### src/rtl/fys_pkg.sv
// Shared types, constants and helpers for the xorshift Fisher-Yates shuffler.
// No dependencies; every RTL file uses this package.
package fys_pkg;

  localparam int MAX_ELEMENTS  = 64;
  localparam int ELEMENT_WIDTH = 16;
  localparam int VALUE_W       = 16;
  localparam int CNT_W         = $clog2(MAX_ELEMENTS + 1);
  localparam int IDX_W         = $clog2(MAX_ELEMENTS);

  localparam int QUEUE_DEPTH   = 2;
  localparam int QPTR_W        = $clog2(QUEUE_DEPTH);
  localparam int QCNT_W        = $clog2(QUEUE_DEPTH + 1);

  localparam logic [31:0] LCG_MUL = 32'd1103515245;
  localparam logic [31:0] LCG_ADD = 32'd12345;
  localparam int HASH_SHIFT    = 5;   // hash * 31 = (hash << 5) - hash
  localparam int XS_SHL        = 11;
  localparam int XS_SHR_W3     = 19;
  localparam int XS_SHR_T      = 8;

  typedef enum logic [1:0] {
    CMD_SEED = 2'b01,
    CMD_LOAD = 2'b10
  } cmd_kind_t;

  typedef struct packed {
    cmd_kind_t            kind;
    logic                 restart;
    logic                 last;
    logic [VALUE_W-1:0]   data;
  } cmd_t;

  typedef struct packed {
    logic       seed;
    logic       restart;
    logic [7:0] seed_byte;
    logic       step;
  } rng_ctl_t;

  typedef struct packed {
    logic        busy;
    logic [31:0] word;
  } rng_sts_t;

  // All ones up to and including the highest set bit of limit.
  function automatic logic [CNT_W-1:0] bit_length_mask(input logic [CNT_W-1:0] limit);
    logic [CNT_W-1:0] m;
    m = limit;
    for (int k = 0; k < CNT_W; k++) begin
      m = m | (m >> 1);
    end
    return m;
  endfunction

endpackage

### src/rtl/fys_in_if.sv
// Input channel of the shuffler: valid/ready handshake plus one input item.
// Depends on fys_pkg for the payload width.
interface fys_in_if;
  logic                        valid;
  logic                        ready;
  logic                        mode;
  logic [fys_pkg::VALUE_W-1:0] item_value;
  logic                        seed_start;
  logic                        set_last;

  modport source (output valid, mode, item_value, seed_start, set_last, input ready);
  modport sink   (input valid, mode, item_value, seed_start, set_last, output ready);
endinterface

### src/rtl/fys_out_if.sv
// Result channel of the shuffler: valid/ready handshake plus one result item.
// Depends on fys_pkg for the payload width.
interface fys_out_if;
  logic                        valid;
  logic                        ready;
  logic [fys_pkg::VALUE_W-1:0] out_value;
  logic                        out_last;
  logic                        out_overflow;

  modport source (output valid, out_value, out_last, out_overflow, input ready);
  modport sink   (input valid, out_value, out_last, out_overflow, output ready);
endinterface

### src/rtl/fys_front.sv
// Front end: accepts input transactions, classifies them into commands and
// queues them for the back end. Depends on fys_pkg and fys_in_if.
module fys_front (
  input  logic          clk,
  input  logic          rst,
  fys_in_if.sink        items,
  input  logic          pop,
  output fys_pkg::cmd_t cmd,
  output logic          cmd_valid
);
  import fys_pkg::*;

  cmd_t              q [QUEUE_DEPTH];
  logic [QPTR_W-1:0] wr_ptr;
  logic [QPTR_W-1:0] rd_ptr;
  logic [QCNT_W-1:0] fill;
  logic              push;
  logic              take;
  cmd_t              incoming;

  assign items.ready = (fill != QCNT_W'(QUEUE_DEPTH));
  assign push        = items.valid && items.ready;
  assign cmd_valid   = (fill != '0);
  assign take        = pop && cmd_valid;
  assign cmd         = q[rd_ptr];

  // Classify: mode selects seed byte or element load.
  always_comb begin
    incoming.kind    = items.mode ? CMD_LOAD : CMD_SEED;
    incoming.restart = items.seed_start;
    incoming.last    = items.set_last;
    incoming.data    = items.item_value;
  end

  always_ff @(posedge clk) begin
    if (push) begin
      q[wr_ptr] <= incoming;
    end
  end

  always_ff @(posedge clk) begin
    if (rst) begin
      wr_ptr <= '0;
      rd_ptr <= '0;
      fill   <= '0;
    end else begin
      if (push) begin
        wr_ptr <= (wr_ptr == QPTR_W'(QUEUE_DEPTH - 1)) ? '0 : wr_ptr + 1'b1;
      end
      if (take) begin
        rd_ptr <= (rd_ptr == QPTR_W'(QUEUE_DEPTH - 1)) ? '0 : rd_ptr + 1'b1;
      end
      case ({push, take})
        2'b10:   fill <= fill + 1'b1;
        2'b01:   fill <= fill - 1'b1;
        default: fill <= fill;
      endcase
    end
  end

endmodule

### src/rtl/fys_rng.sv
// Generator: seed hash, xorshift128 words and the shared multiply-add used
// to rebuild the words after each seed byte. Depends on fys_pkg.
module fys_rng (
  input  logic              clk,
  input  logic              rst,
  input  fys_pkg::rng_ctl_t ctl,
  output fys_pkg::rng_sts_t sts
);
  import fys_pkg::*;

  logic [31:0] w0, w1, w2, w3;
  logic [31:0] hash;
  logic [1:0]  phase;
  logic        busy;
  logic [31:0] hash_base;
  logic [31:0] hash_next;
  logic [31:0] mul_src;
  logic [31:0] mul_out;
  logic [31:0] t;
  logic [31:0] word_next;

  assign hash_base = ctl.restart ? '0 : hash;
  assign hash_next = (hash_base << HASH_SHIFT) - hash_base + {24'b0, ctl.seed_byte};

  always_comb begin
    case (phase)
      2'd1:    mul_src = w0;
      2'd2:    mul_src = w1;
      default: mul_src = w2;
    endcase
  end
  assign mul_out = mul_src * LCG_MUL + LCG_ADD;

  assign t         = w0 ^ (w0 << XS_SHL);
  assign word_next = (w3 ^ (w3 >> XS_SHR_W3)) ^ (t ^ (t >> XS_SHR_T));

  assign sts.busy = busy;
  assign sts.word = word_next;

  always_ff @(posedge clk) begin
    if (rst) begin
      w0    <= '0;
      w1    <= '0;
      w2    <= '0;
      w3    <= '0;
      hash  <= '0;
      phase <= '0;
      busy  <= 1'b0;
    end else if (busy) begin
      // Chain one multiply-add per cycle into the next word.
      case (phase)
        2'd1: begin
          w1    <= mul_out;
          phase <= 2'd2;
        end
        2'd2: begin
          w2    <= mul_out;
          phase <= 2'd3;
        end
        default: begin
          w3    <= mul_out;
          phase <= 2'd0;
          busy  <= 1'b0;
        end
      endcase
    end else if (ctl.seed) begin
      hash  <= hash_next;
      w0    <= hash_next;
      phase <= 2'd1;
      busy  <= 1'b1;
    end else if (ctl.step) begin
      w0 <= w1;
      w1 <= w2;
      w2 <= w3;
      w3 <= word_next;
    end
  end

endmodule

### src/rtl/fys_back.sv
// Back end: element buffer, shuffle sequencer and result register.
// Depends on fys_pkg and fys_out_if; drives the generator controls of fys_rng.
module fys_back (
  input  logic              clk,
  input  logic              rst,
  input  fys_pkg::cmd_t     cmd,
  input  logic              cmd_valid,
  output logic              pop,
  output fys_pkg::rng_ctl_t rng_ctl,
  input  fys_pkg::rng_sts_t rng_sts,
  fys_out_if.source         results
);
  import fys_pkg::*;

  typedef enum logic [7:0] {
    S_IDLE     = 8'b0000_0001,
    S_SEED     = 8'b0000_0010,
    S_DRAW     = 8'b0000_0100,
    S_READ     = 8'b0000_1000,
    S_WR_I     = 8'b0001_0000,
    S_WR_J     = 8'b0010_0000,
    S_EMIT_RD  = 8'b0100_0000,
    S_EMIT_PUT = 8'b1000_0000
  } state_t;

  state_t                   state, state_next;
  logic [ELEMENT_WIDTH-1:0] mem [MAX_ELEMENTS];
  logic [ELEMENT_WIDTH-1:0] rd_a, rd_b;
  logic                     rd_en;
  logic                     wr_en;
  logic [IDX_W-1:0]         wr_addr;
  logic [ELEMENT_WIDTH-1:0] wr_data;

  logic [CNT_W-1:0]         count, count_next;
  logic                     overflow, overflow_next;
  logic [CNT_W-1:0]         set_size, set_size_next;
  logic [IDX_W-1:0]         idx_i, idx_i_next;
  logic [IDX_W-1:0]         idx_j, idx_j_next;

  logic                     out_valid;
  logic [VALUE_W-1:0]       out_value;
  logic                     out_last;
  logic                     out_overflow;
  logic                     out_load;
  logic                     slot_free;
  logic                     emit_last;

  logic                     has_room;
  logic [CNT_W-1:0]         limit;
  logic [CNT_W-1:0]         draw;
  logic                     draw_ok;

  assign has_room  = (count < CNT_W'(MAX_ELEMENTS));
  assign limit     = CNT_W'(idx_i) + 1'b1;
  assign draw      = rng_sts.word[CNT_W-1:0] & bit_length_mask(limit);
  assign draw_ok   = (draw < limit);
  assign slot_free = !out_valid || results.ready;
  assign emit_last = ((CNT_W'(idx_i) + 1'b1) == set_size);

  always_comb begin
    state_next       = state;
    count_next       = count;
    overflow_next    = overflow;
    set_size_next    = set_size;
    idx_i_next       = idx_i;
    idx_j_next       = idx_j;
    pop              = 1'b0;
    rng_ctl.seed      = 1'b0;
    rng_ctl.restart   = cmd.restart;
    rng_ctl.seed_byte = cmd.data[7:0];
    rng_ctl.step      = 1'b0;
    rd_en            = 1'b0;
    wr_en            = 1'b0;
    wr_addr          = idx_i;
    wr_data          = ELEMENT_WIDTH'(cmd.data);
    out_load         = 1'b0;

    case (state)
      S_IDLE: begin
        if (cmd_valid) begin
          pop = 1'b1;
          case (cmd.kind)
            CMD_SEED: begin
              rng_ctl.seed = 1'b1;
              state_next   = S_SEED;
            end
            CMD_LOAD: begin
              // Store while there is room, else drop and flag the set.
              if (has_room) begin
                wr_en      = 1'b1;
                wr_addr    = count[IDX_W-1:0];
                count_next = count + 1'b1;
              end else begin
                overflow_next = 1'b1;
              end
              if (cmd.last) begin
                set_size_next = count_next;
                if (count_next == CNT_W'(1)) begin
                  idx_i_next = '0;
                  state_next = S_EMIT_RD;
                end else begin
                  idx_i_next = IDX_W'(count_next - 1'b1);
                  state_next = S_DRAW;
                end
              end
            end
            default: state_next = S_IDLE;
          endcase
        end
      end

      S_SEED: begin
        if (!rng_sts.busy) begin
          state_next = S_IDLE;
        end
      end

      S_DRAW: begin
        // Redraw until the masked word falls below the limit.
        rng_ctl.step = 1'b1;
        if (draw_ok) begin
          idx_j_next = draw[IDX_W-1:0];
          if (draw[IDX_W-1:0] != idx_i) begin
            state_next = S_READ;
          end else if (idx_i == IDX_W'(1)) begin
            idx_i_next = '0;
            state_next = S_EMIT_RD;
          end else begin
            idx_i_next = idx_i - 1'b1;
          end
        end
      end

      S_READ: begin
        rd_en      = 1'b1;
        state_next = S_WR_I;
      end

      S_WR_I: begin
        wr_en      = 1'b1;
        wr_addr    = idx_i;
        wr_data    = rd_b;
        state_next = S_WR_J;
      end

      S_WR_J: begin
        wr_en   = 1'b1;
        wr_addr = idx_j;
        wr_data = rd_a;
        if (idx_i == IDX_W'(1)) begin
          idx_i_next = '0;
          state_next = S_EMIT_RD;
        end else begin
          idx_i_next = idx_i - 1'b1;
          state_next = S_DRAW;
        end
      end

      S_EMIT_RD: begin
        rd_en      = 1'b1;
        state_next = S_EMIT_PUT;
      end

      S_EMIT_PUT: begin
        if (slot_free) begin
          out_load = 1'b1;
          if (emit_last) begin
            count_next    = '0;
            overflow_next = 1'b0;
            state_next    = S_IDLE;
          end else begin
            idx_i_next = idx_i + 1'b1;
            state_next = S_EMIT_RD;
          end
        end
      end

      default: state_next = S_IDLE;
    endcase
  end

  // Element buffer: one write port, two registered read ports.
  always_ff @(posedge clk) begin
    if (wr_en) begin
      mem[wr_addr] <= wr_data;
    end
  end

  always_ff @(posedge clk) begin
    if (rd_en) begin
      rd_a <= mem[idx_i];
      rd_b <= mem[idx_j];
    end
  end

  always_ff @(posedge clk) begin
    if (rst) begin
      state     <= S_IDLE;
      count     <= '0;
      overflow  <= 1'b0;
      set_size  <= '0;
      idx_i     <= '0;
      idx_j     <= '0;
      out_valid <= 1'b0;
    end else begin
      state    <= state_next;
      count    <= count_next;
      overflow <= overflow_next;
      set_size <= set_size_next;
      idx_i    <= idx_i_next;
      idx_j    <= idx_j_next;
      if (out_load) begin
        out_valid <= 1'b1;
      end else if (results.ready) begin
        out_valid <= 1'b0;
      end
    end
  end

  always_ff @(posedge clk) begin
    if (out_load) begin
      out_value    <= VALUE_W'(rd_a);
      out_last     <= emit_last;
      out_overflow <= overflow;
    end
  end

  assign results.valid        = out_valid;
  assign results.out_value    = out_value;
  assign results.out_last     = out_last;
  assign results.out_overflow = out_overflow;

`ifndef ASSERT_OFF
  a_count_bound: assert property (@(posedge clk) disable iff (rst)
    count <= CNT_W'(MAX_ELEMENTS))
    else $error("element count exceeds capacity");

  a_swap_below: assert property (@(posedge clk) disable iff (rst)
    (state == S_READ) |-> (idx_j < idx_i))
    else $error("swap partner not below current index");

  a_no_overwrite: assert property (@(posedge clk) disable iff (rst)
    out_load |-> (!out_valid || results.ready))
    else $error("result register overwritten while held");

  a_step_idle_rng: assert property (@(posedge clk) disable iff (rst)
    rng_ctl.step |-> !rng_sts.busy)
    else $error("generator stepped while reseeding");
`endif

endmodule

### src/rtl/xorshift_fisher_yates_shuffler.sv
// Top level of the xorshift Fisher-Yates shuffler.
// Depends on fys_pkg, fys_in_if, fys_out_if, fys_front, fys_rng and fys_back.
//
// Usage:
//   items   - input channel (valid/ready). mode 0 carries a seed byte in the
//             low 8 bits of item_value (seed_start restarts the hash); mode 1
//             carries an element, and set_last marks the last one of a set.
//   results - result channel (valid/ready). One transaction per stored
//             element, in shuffled order; out_last flags the final one and
//             out_overflow is set on all of a set's results if elements past
//             capacity were dropped.
// Flow:
//   A two-entry queue holds accepted transactions, so the input keeps
//   flowing while the back end works. The back end takes one queued command
//   at a time: an element load is stored directly, while a seed byte keeps
//   the back end in S_SEED while one shared 32x32 multiply-add rebuilds each
//   generator word after the first. Each Fisher-Yates step makes one
//   generator draw per attempt (under two draws on average), then the read
//   and two single-port writes of a swap, which is skipped when the draw
//   equals the index. Each result passes through the registered buffer read
//   (S_EMIT_RD, then S_EMIT_PUT) before it enters the result register.
// Reset: generator words, hash, element count and overflow flag clear; the
//   element buffer needs no clearing. When the receiver stalls, the result
//   register holds and the sequencer waits; the queue fills and then
//   deasserts items.ready.
module xorshift_fisher_yates_shuffler (
  input  logic      clk,
  input  logic      rst,
  fys_in_if.sink    items,
  fys_out_if.source results
);
  import fys_pkg::*;

  cmd_t     cmd;
  logic     cmd_valid;
  logic     pop;
  rng_ctl_t rng_ctl;
  rng_sts_t rng_sts;

  // Accept and classify input transactions into the command queue.
  fys_front u_front (
    .clk       (clk),
    .rst       (rst),
    .items     (items),
    .pop       (pop),
    .cmd       (cmd),
    .cmd_valid (cmd_valid)
  );

  // Hold the seed hash and xorshift128 state; advance on each draw.
  fys_rng u_rng (
    .clk (clk),
    .rst (rst),
    .ctl (rng_ctl),
    .sts (rng_sts)
  );

  // Load, shuffle and emit each set.
  fys_back u_back (
    .clk       (clk),
    .rst       (rst),
    .cmd       (cmd),
    .cmd_valid (cmd_valid),
    .pop       (pop),
    .rng_ctl   (rng_ctl),
    .rng_sts   (rng_sts),
    .results   (results)
  );

endmodule

### src/flat_wrapper.sv
// flat-port wrapper written by rule: the top's interface ports become plain ports
module xorshift_fisher_yates_shuffler_flat import fys_pkg::*;
  (clk, rst, items_valid, items_mode, items_item_value, items_seed_start, items_set_last, items_ready, results_valid, results_out_value, results_out_last, results_out_overflow, results_ready);
  fys_in_if items_i ();
  fys_out_if results_i ();
  input  logic clk;
  input  logic rst;
  input wire logic [$bits(items_i.valid)-1:0] items_valid;
  input wire logic [$bits(items_i.mode)-1:0] items_mode;
  input wire logic [$bits(items_i.item_value)-1:0] items_item_value;
  input wire logic [$bits(items_i.seed_start)-1:0] items_seed_start;
  input wire logic [$bits(items_i.set_last)-1:0] items_set_last;
  output wire logic [$bits(items_i.ready)-1:0] items_ready;
  output wire logic [$bits(results_i.valid)-1:0] results_valid;
  output wire logic [$bits(results_i.out_value)-1:0] results_out_value;
  output wire logic [$bits(results_i.out_last)-1:0] results_out_last;
  output wire logic [$bits(results_i.out_overflow)-1:0] results_out_overflow;
  input wire logic [$bits(results_i.ready)-1:0] results_ready;
  assign items_i.valid = items_valid;
  assign items_i.mode = items_mode;
  assign items_i.item_value = items_item_value;
  assign items_i.seed_start = items_seed_start;
  assign items_i.set_last = items_set_last;
  assign items_ready = items_i.ready;
  assign results_valid = results_i.valid;
  assign results_out_value = results_i.out_value;
  assign results_out_last = results_i.out_last;
  assign results_out_overflow = results_i.out_overflow;
  assign results_i.ready = results_ready;
  xorshift_fisher_yates_shuffler u_core (.clk(clk), .rst(rst), .items(items_i), .results(results_i));
endmodule
### config.mk
export PLATFORM = sky130hd
export DESIGN_NAME = xorshift_fisher_yates_shuffler_flat
export DESIGN_NICKNAME = d
export VERILOG_FILES = /design/src/rtl/fys_pkg.sv /design/src/rtl/fys_in_if.sv /design/src/rtl/fys_out_if.sv /design/src/rtl/fys_front.sv /design/src/rtl/fys_rng.sv /design/src/rtl/fys_back.sv /design/src/rtl/xorshift_fisher_yates_shuffler.sv /design/src/flat_wrapper.sv
export SDC_FILE = /design/constraint.sdc
export NUM_CORES = 2
export LEC_CHECK = 0
export ABC_AREA = 1
export BUFFER_PORTS_ARGS = -buffer_cell sky130_fd_sc_hd__buf_2
export CAP_MARGIN = 10
export CELL_PAD_IN_SITES_DETAIL_PLACEMENT = 1
export CELL_PAD_IN_SITES_GLOBAL_PLACEMENT = 2
export CORE_MARGIN = 2
export CORE_UTILIZATION = 37
export CTS_BUF_LIST = sky130_fd_sc_hd__clkbuf_16
export DETAILED_ROUTE_END_ITERATION = 10
export PLACE_DENSITY_LB_ADDON = 0.25
export REMOVE_ABC_BUFFERS = 1
export SYNTH_ARGS = -nofsm -noshare
export SYNTH_HDL_FRONTEND = slang
export SYNTH_SLANG_ARGS = --single-unit
### constraint.sdc
create_clock -name clk -period 7.5 [get_ports clk]
set_clock_uncertainty 0.2 [all_clocks]
set_input_delay 1.125 -clock clk [delete_from_list [all_inputs] [get_ports clk]]
set_output_delay 1.125 -clock clk [all_outputs]
set_load 0.01 [all_outputs]
# Yosys cells after proc, flatten, opt, wreduce, memory -nomap -nowiden
# Memory sizes are Yosys's and may differ from the RTL's. A register that Yosys moved wholly into a read port is not among the register bits.
# Cells that the tools add are included.
# classes
addsub	12
mul	1
n_lt_le_gt_ge	2
n_eq_ne	35
mux	89
bitwise	13
n_reduce_logical	26
# ops
cell	n
32-bit 2-to-1 mux	15
7-bit 2-to-1 mux	11
6-bit 2-to-1 mux	12
32-bit one-hot mux with 2 select lines	1
8-bit one-hot mux with 8 select lines	1
32-bit bitwise XOR	2
8-bit 2-to-1 mux	7
7-bit by 6-bit bitwise OR with 7-bit output	7
32-bit by 14-bit adder with 32-bit output (second input constant)	1
32-bit by 8-bit adder with 32-bit output	1
32-bit by 31-bit multiplier with 32-bit output (second input constant)	1
16-bit one-hot mux with 2 select lines	1
32-bit subtractor	1
32-bit by 13-bit bitwise XOR with 32-bit output	1
32-bit by 24-bit bitwise XOR with 32-bit output	1
1-bit 2-to-1 mux	30
6-bit one-hot mux with 4 select lines	1
2-bit inequality test (second input constant)	10
8-bit one-hot mux with 2 select lines	1
7-bit one-hot mux with 2 select lines	1
2-bit nonzero test	7
6-bit one-hot mux with 2 select lines	1
6-bit AND reduction	2
6-bit by 1-bit subtractor with 6-bit output (second input constant)	2
40 further kinds	60
# word_totals
register_bits	221
ram_bits	1064
word_cells	200
n_memories	2
# memory_table
name	depth	width	read_ports	rd_clocked_by_memory_dff	wr	line	rtl
u_core.u_back.mem	64	16	2	2	1	fys_back.sv:27	logic [ELEMENT_WIDTH-1:0] mem [MAX_ELEMENTS];
u_core.u_front.q	2	20	1	1	1	fys_front.sv:13	cmd_t q [QUEUE_DEPTH];

# Depth between registers and ports, before layout
# logic_depth
depth_word	13
mapped_depth	40
ltp_nobuf	38

# Hierarchy
# A second synthesis with hierarchy kept.
# hier_totals
hier_cells	8343
hier_area_um2	76130.5
# modules_own_cells
mod	n_inst	cells_per_inst	area_per_inst_um2
fys_back	1	5644	54576.1
fys_rng	1	2598	19745.2
fys_front	1	101	1809.2

# Least setup slack after synthesis
# OpenSTA, ideal clock, no wires.
# synth_timing
path_type	reg-to-reg
startpoint	reg u_core.u_rng.phase[0]
endpoint	reg u_core.u_rng.w1[29]
setup_time_ps	120
t_arrival_ps	7026
required_time_ps	7180
path_slack_ps	154
path_stages_with_launch	37
path_buffers	3
synth_period_minus_slack_ps	7346
path_cell_list	dfxtp_1 -> inv_1 -> ha_1 -> clkbuf_1 -> clkbuf_1 -> buf_1 -> a221o_1 -> o21ai_0 -> inv_1 -> ha_1 -> fa_1 -> ha_1 -> inv_1 -> fa_1 -> inv_1 -> fa_1 -> inv_1 -> fa_1 -> inv_1 -> fa_1 -> inv_1 -> fa_1 -> inv_1 -> ha_1 -> nand2_1 -> nor2_1 -> nor3b_1 -> nand2_1 -> nand2_1 -> a21o_1 -> nand2_1 -> nand2_1 -> nand2_1 -> nand2_1 -> nand2_1 -> nand3_1 -> a21oi_1
# synth_via
elab_chain_cells	6
word_cells_on_any_way	9
# synth_rtl
item	line	rtl
from (decl)	fys_rng.sv:13	logic [1:0] phase;
from (signal assigned)	fys_rng.sv:47	phase <= '0;
from (signal assigned)	fys_rng.sv:54	phase <= 2'd2;
from (signal assigned)	fys_rng.sv:58	phase <= 2'd3;
2-bit == test or 2-bit by 1-bit == test with 1-bit output (tied branches)	fys_rng.sv:26, fys_rng.sv:51	
32-bit one-hot mux with 2 select lines	fys_rng.sv:26	case (phase)
32-bit by 31-bit multiplier with 32-bit output	fys_rng.sv:32	assign mul_out = mul_src * LCG_MUL + LCG_ADD;
32-bit by 14-bit adder with 32-bit output	fys_rng.sv:32	
32-bit 2-to-1 mux	fys_rng.sv:51	case (phase)
32-bit 2-to-1 mux	fys_rng.sv:49	end else if (busy) begin
to (signal assigned)	fys_rng.sv:53	w1 <= mul_out;
to (signal assigned)	fys_rng.sv:73	w1 <= w2;
to (decl)	fys_rng.sv:11	logic [31:0] w0, w1, w2, w3;
# Parallel ways exist; a longest one is shown, timed or not. The select of a mux whose other input is x is not followed.
# A chain may end at the register's enable or synchronous reset.

# Worst setup path after layout
# layout_timing
startpoint	reg u_core.u_rng.phase[0]
endpoint	reg u_core.u_rng.w1[26]
# Same word-level chain as after synthesis.

==> impl_metrics.csv <==
group,metric,value,unit
status,status,"complete, no violations",
critical_path,cp-end-kind,"flop",
synth,syn_area,75400,um^2
grt,grt-ovfl-total,0,
sta,rsz0062_at_grt,"yes",
placement,dp_hpwl,198000,um
layout,multi_input_area,33800,um^2
layout,nets,8851,
synth,yosysMostFrequentCell,"o21ai_0",
grt,antenna_found_initial,20,
clocking,clock-root-buffer,"clkbuf_16",
floorplan,die-area,207000,um^2
clocking,cts_buffers,155,
synth,syn-instance-count,8305,
clocking,cts_tree,"yes",
grt,grt_pass1_wl,448000,um
floorplan,die_w,455,um
routing,postRouteAntennaNets,0,
placement,portBuffers,42,
critical_path,worstSetupStartpointType,"flop",
layout,finalInstanceArea,86300,um^2
synth,post_synth.cell_area_avg,9.08,um^2
critical_path,crit_slowest_cell,"fa_1",
routing,drt-pass1-iter-count,5,
synth,synth_top_cells_by_count,"o21ai_0 (1843), edfxtp_1 (1114), nor2_1 (902)",
synth,ys_warn_count,0,
sta,slew_violations,0,
synth,yosysSeqAreaShare,49.8,%
layout,layout-drive-gt1-share,11.5,%
floorplan,num_io_pins,43,
grt,track_usage,28.9,%
clocking,cts_max_level,4,
floorplan,fp.dieH,455,um
synth,ys.flop_type,"edfxtp_1",
routing,drcViolationCount,0,
sta,min_period_over_period,97.4,%
placement,placed_area,80200,um^2
routing,vias,64600,
routing,wl_per_cell,27.6,um
sta,max_slew_margin,13.7,%
critical_path,crit_type,"flop to flop",
floorplan,fp-row-count,165,
grt,grt_pass1_vias,66600,
synth,yosysTopAreaCellShare,44.4,%
clocking,cts_sinks,1318,
run,drv_cap,0,
sta,fmax,137,MHz
layout,syn_to_final_growth,14.4,%
synth,synth_edf_count,1114,
floorplan,coreArea,202000,um^2
floorplan,initial_core_util,37.3,%
critical_path,cp.required,8.02,ns
synth,ys_async_sr_fraction,0,%
clocking,cts_max_path_buffers,3,
layout,fillers,22900,
routing,vias_per_cell,5.79,
routing,drtIter0Drc,5761,
sta,hold_viol,0,
sta,setup_viol,0,
placement,routabilityCongestion,0.875,
synth,ys_types,59,
critical_path,cp_max_fo,10,
synth,ys_ff_latch,1318,
sta,worstMarginPinSlew,1.29,ns
sta,period_needed,7.31,ns
routing,routed_wl,308000,um
critical_path,crit_arrival,7.83,ns
synth,synth_top_cell_by_area,"edfxtp_1",
critical_path,max_stage_delay,0.53,ns
grt,grt_max_degree,204,
clocking,clock_latency,0.82,ns
synth,yosys-top-cells-area,"edfxtp_1 (44%), o21ai_0 (12%), a21oi_1 (5.7%)",
layout,regArea,37600,um^2
worst_hold_path,hold_path_class,"flop to flop",
clocking,clk_pin_slew,0.06,ns
stage by stage:
step	TNS [ns]	std cells	setup slack [ns]	util (%)	hold WS, ns
CTS	-0.0174	11100	-0.0103	42.2	0.250
finish	0	11200	0.195	42.6	0.254
global route	-0.658	11200	-0.0579	42.6	0.269
detailed placement	-8.56	10900	-0.535	39.7	0.237
global placement	-5.02	10900	-0.360	39.7	0.236
floorplan	-6755.01	7771	-19.40	-	0.208
layout make-up:
type | instances | area share (%)
Sequential cell | 1318 | 43.5
Multi-Input combinational cell | 5555 | 39.1
Clock buffer | 157 | 4.55
Inverter | 898 | 3.96
Timing Repair Buffer | 436 | 3.94
Tap cell | 2672 | 3.87
Clock inverter | 112 | 0.969
Antenna cell | 10 | 0.0290
registers in the layout, summed over array words and instances, names as in the netlist, 32 cells and up, named ones only:
| name | cells |
|---|---|
| u_core.u_back.mem | 1024 |
| u_core.u_front.q | 40 |
| u_core.u_rng.hash | 32 |
| u_core.u_rng.w0 | 32 |
| u_core.u_rng.w1 | 32 |
| u_core.u_rng.w2 | 32 |
| u_core.u_rng.w3 | 32 |
per-layer routing:
layer	vias up	track usage [%]	share of wire, %
li1	29100	-	-
met1	33000	36.2	41
met2	1930	48.9	48
met3	590	3.53	5.0
met4	6	15.0	5.9
met5	-	0	0.013
repair_timing:
item | CTS | global route
setup endpoints to repair | 41 | 55
buffers inserted | 10 | 21
hold buffers | 0 | 0
pin swaps | 27 | 64
resized for setup | 86 | 164
critical path, delay by kind of cell, from the launching register on:
kind | cells | cell delay, ns
AO/OA/AOI/OAI | 3 | 0.63
buffers and inverters | 12 | 0.97
flip-flops | 1 | 0.36
AND/OR/NAND/NOR | 9 | 1.03
adder cells (fa/ha/maj) | 10 | 4.03
path summary, 6_finish.rpt:
kind                                                          from                           endpoint  slack, ns  cells after the start
worst max-delay path            u_core.u_rng.phase[0]$_SDFFE_PP0P_   u_core.u_rng.w1[26]$_SDFFE_PP0P_       0.19                     34
worst min register to register   u_core.u_rng.hash[1]$_SDFFE_PP0P_  u_core.u_rng.hash[1]$_SDFFE_PP0P_       0.25                      2
worst max register to register  u_core.u_rng.phase[0]$_SDFFE_PP0P_   u_core.u_rng.w1[26]$_SDFFE_PP0P_       0.19                     34
worst min-delay path             u_core.u_rng.hash[1]$_SDFFE_PP0P_  u_core.u_rng.hash[1]$_SDFFE_PP0P_       0.25                      2
logic make-up (layout without fill, tap and decap cells):
group / Yosys count / count (layout) / synth area share (%)
adders and majority gates: 464 / 464 / 9.52
AOI/OAI and AO/OA: 3080 / 3080 / 21.8
other: 0 / 10 / 0
and+or+nand+nor: 1877 / 1877 / 10.2
muxes: 5 / 5 / 0.0664
buffers and inverters: 1432 / 1603 / 7.18
xor gates and xnor gates: 129 / 129 / 1.50
DFF: 1318 / 1318 / 49.8
cells in the final DEF, fill, tap and decap left out, types with 11 or more instances in the layout:
master / n
nand2_2: 18
nand4_1: 19
o211ai_1: 167
inv_2: 29
buf_12: 14
ha_4: 29
or2_2: 28
o32ai_1: 11
nor2_2: 63
clkinv_1: 32
inv_1: 901
clkbuf_16: 157
o21bai_1: 21
fa_2: 14
clkinv_2: 15
buf_4: 367
edfxtp_1: 1114
nand3_1: 222
a31oi_1: 47
dfxtp_1: 192
o21ai_1: 14
fa_1: 169
nor3_1: 17
xor2_1: 61
o22ai_1: 24
o21ai_0: 1815
nand2_1: 616
nor2_4: 22
o21ai_2: 16
a21oi_1: 821
buf_2: 42
ha_1: 250
a21oi_2: 35
o221ai_1: 27
a221o_1: 11
nor2_1: 824
nand3_2: 18
xnor2_1: 63
buf_6: 11
Power is not shown: default switching activity piles up to over one toggle a cycle in this logic, so the estimate is an artifact.
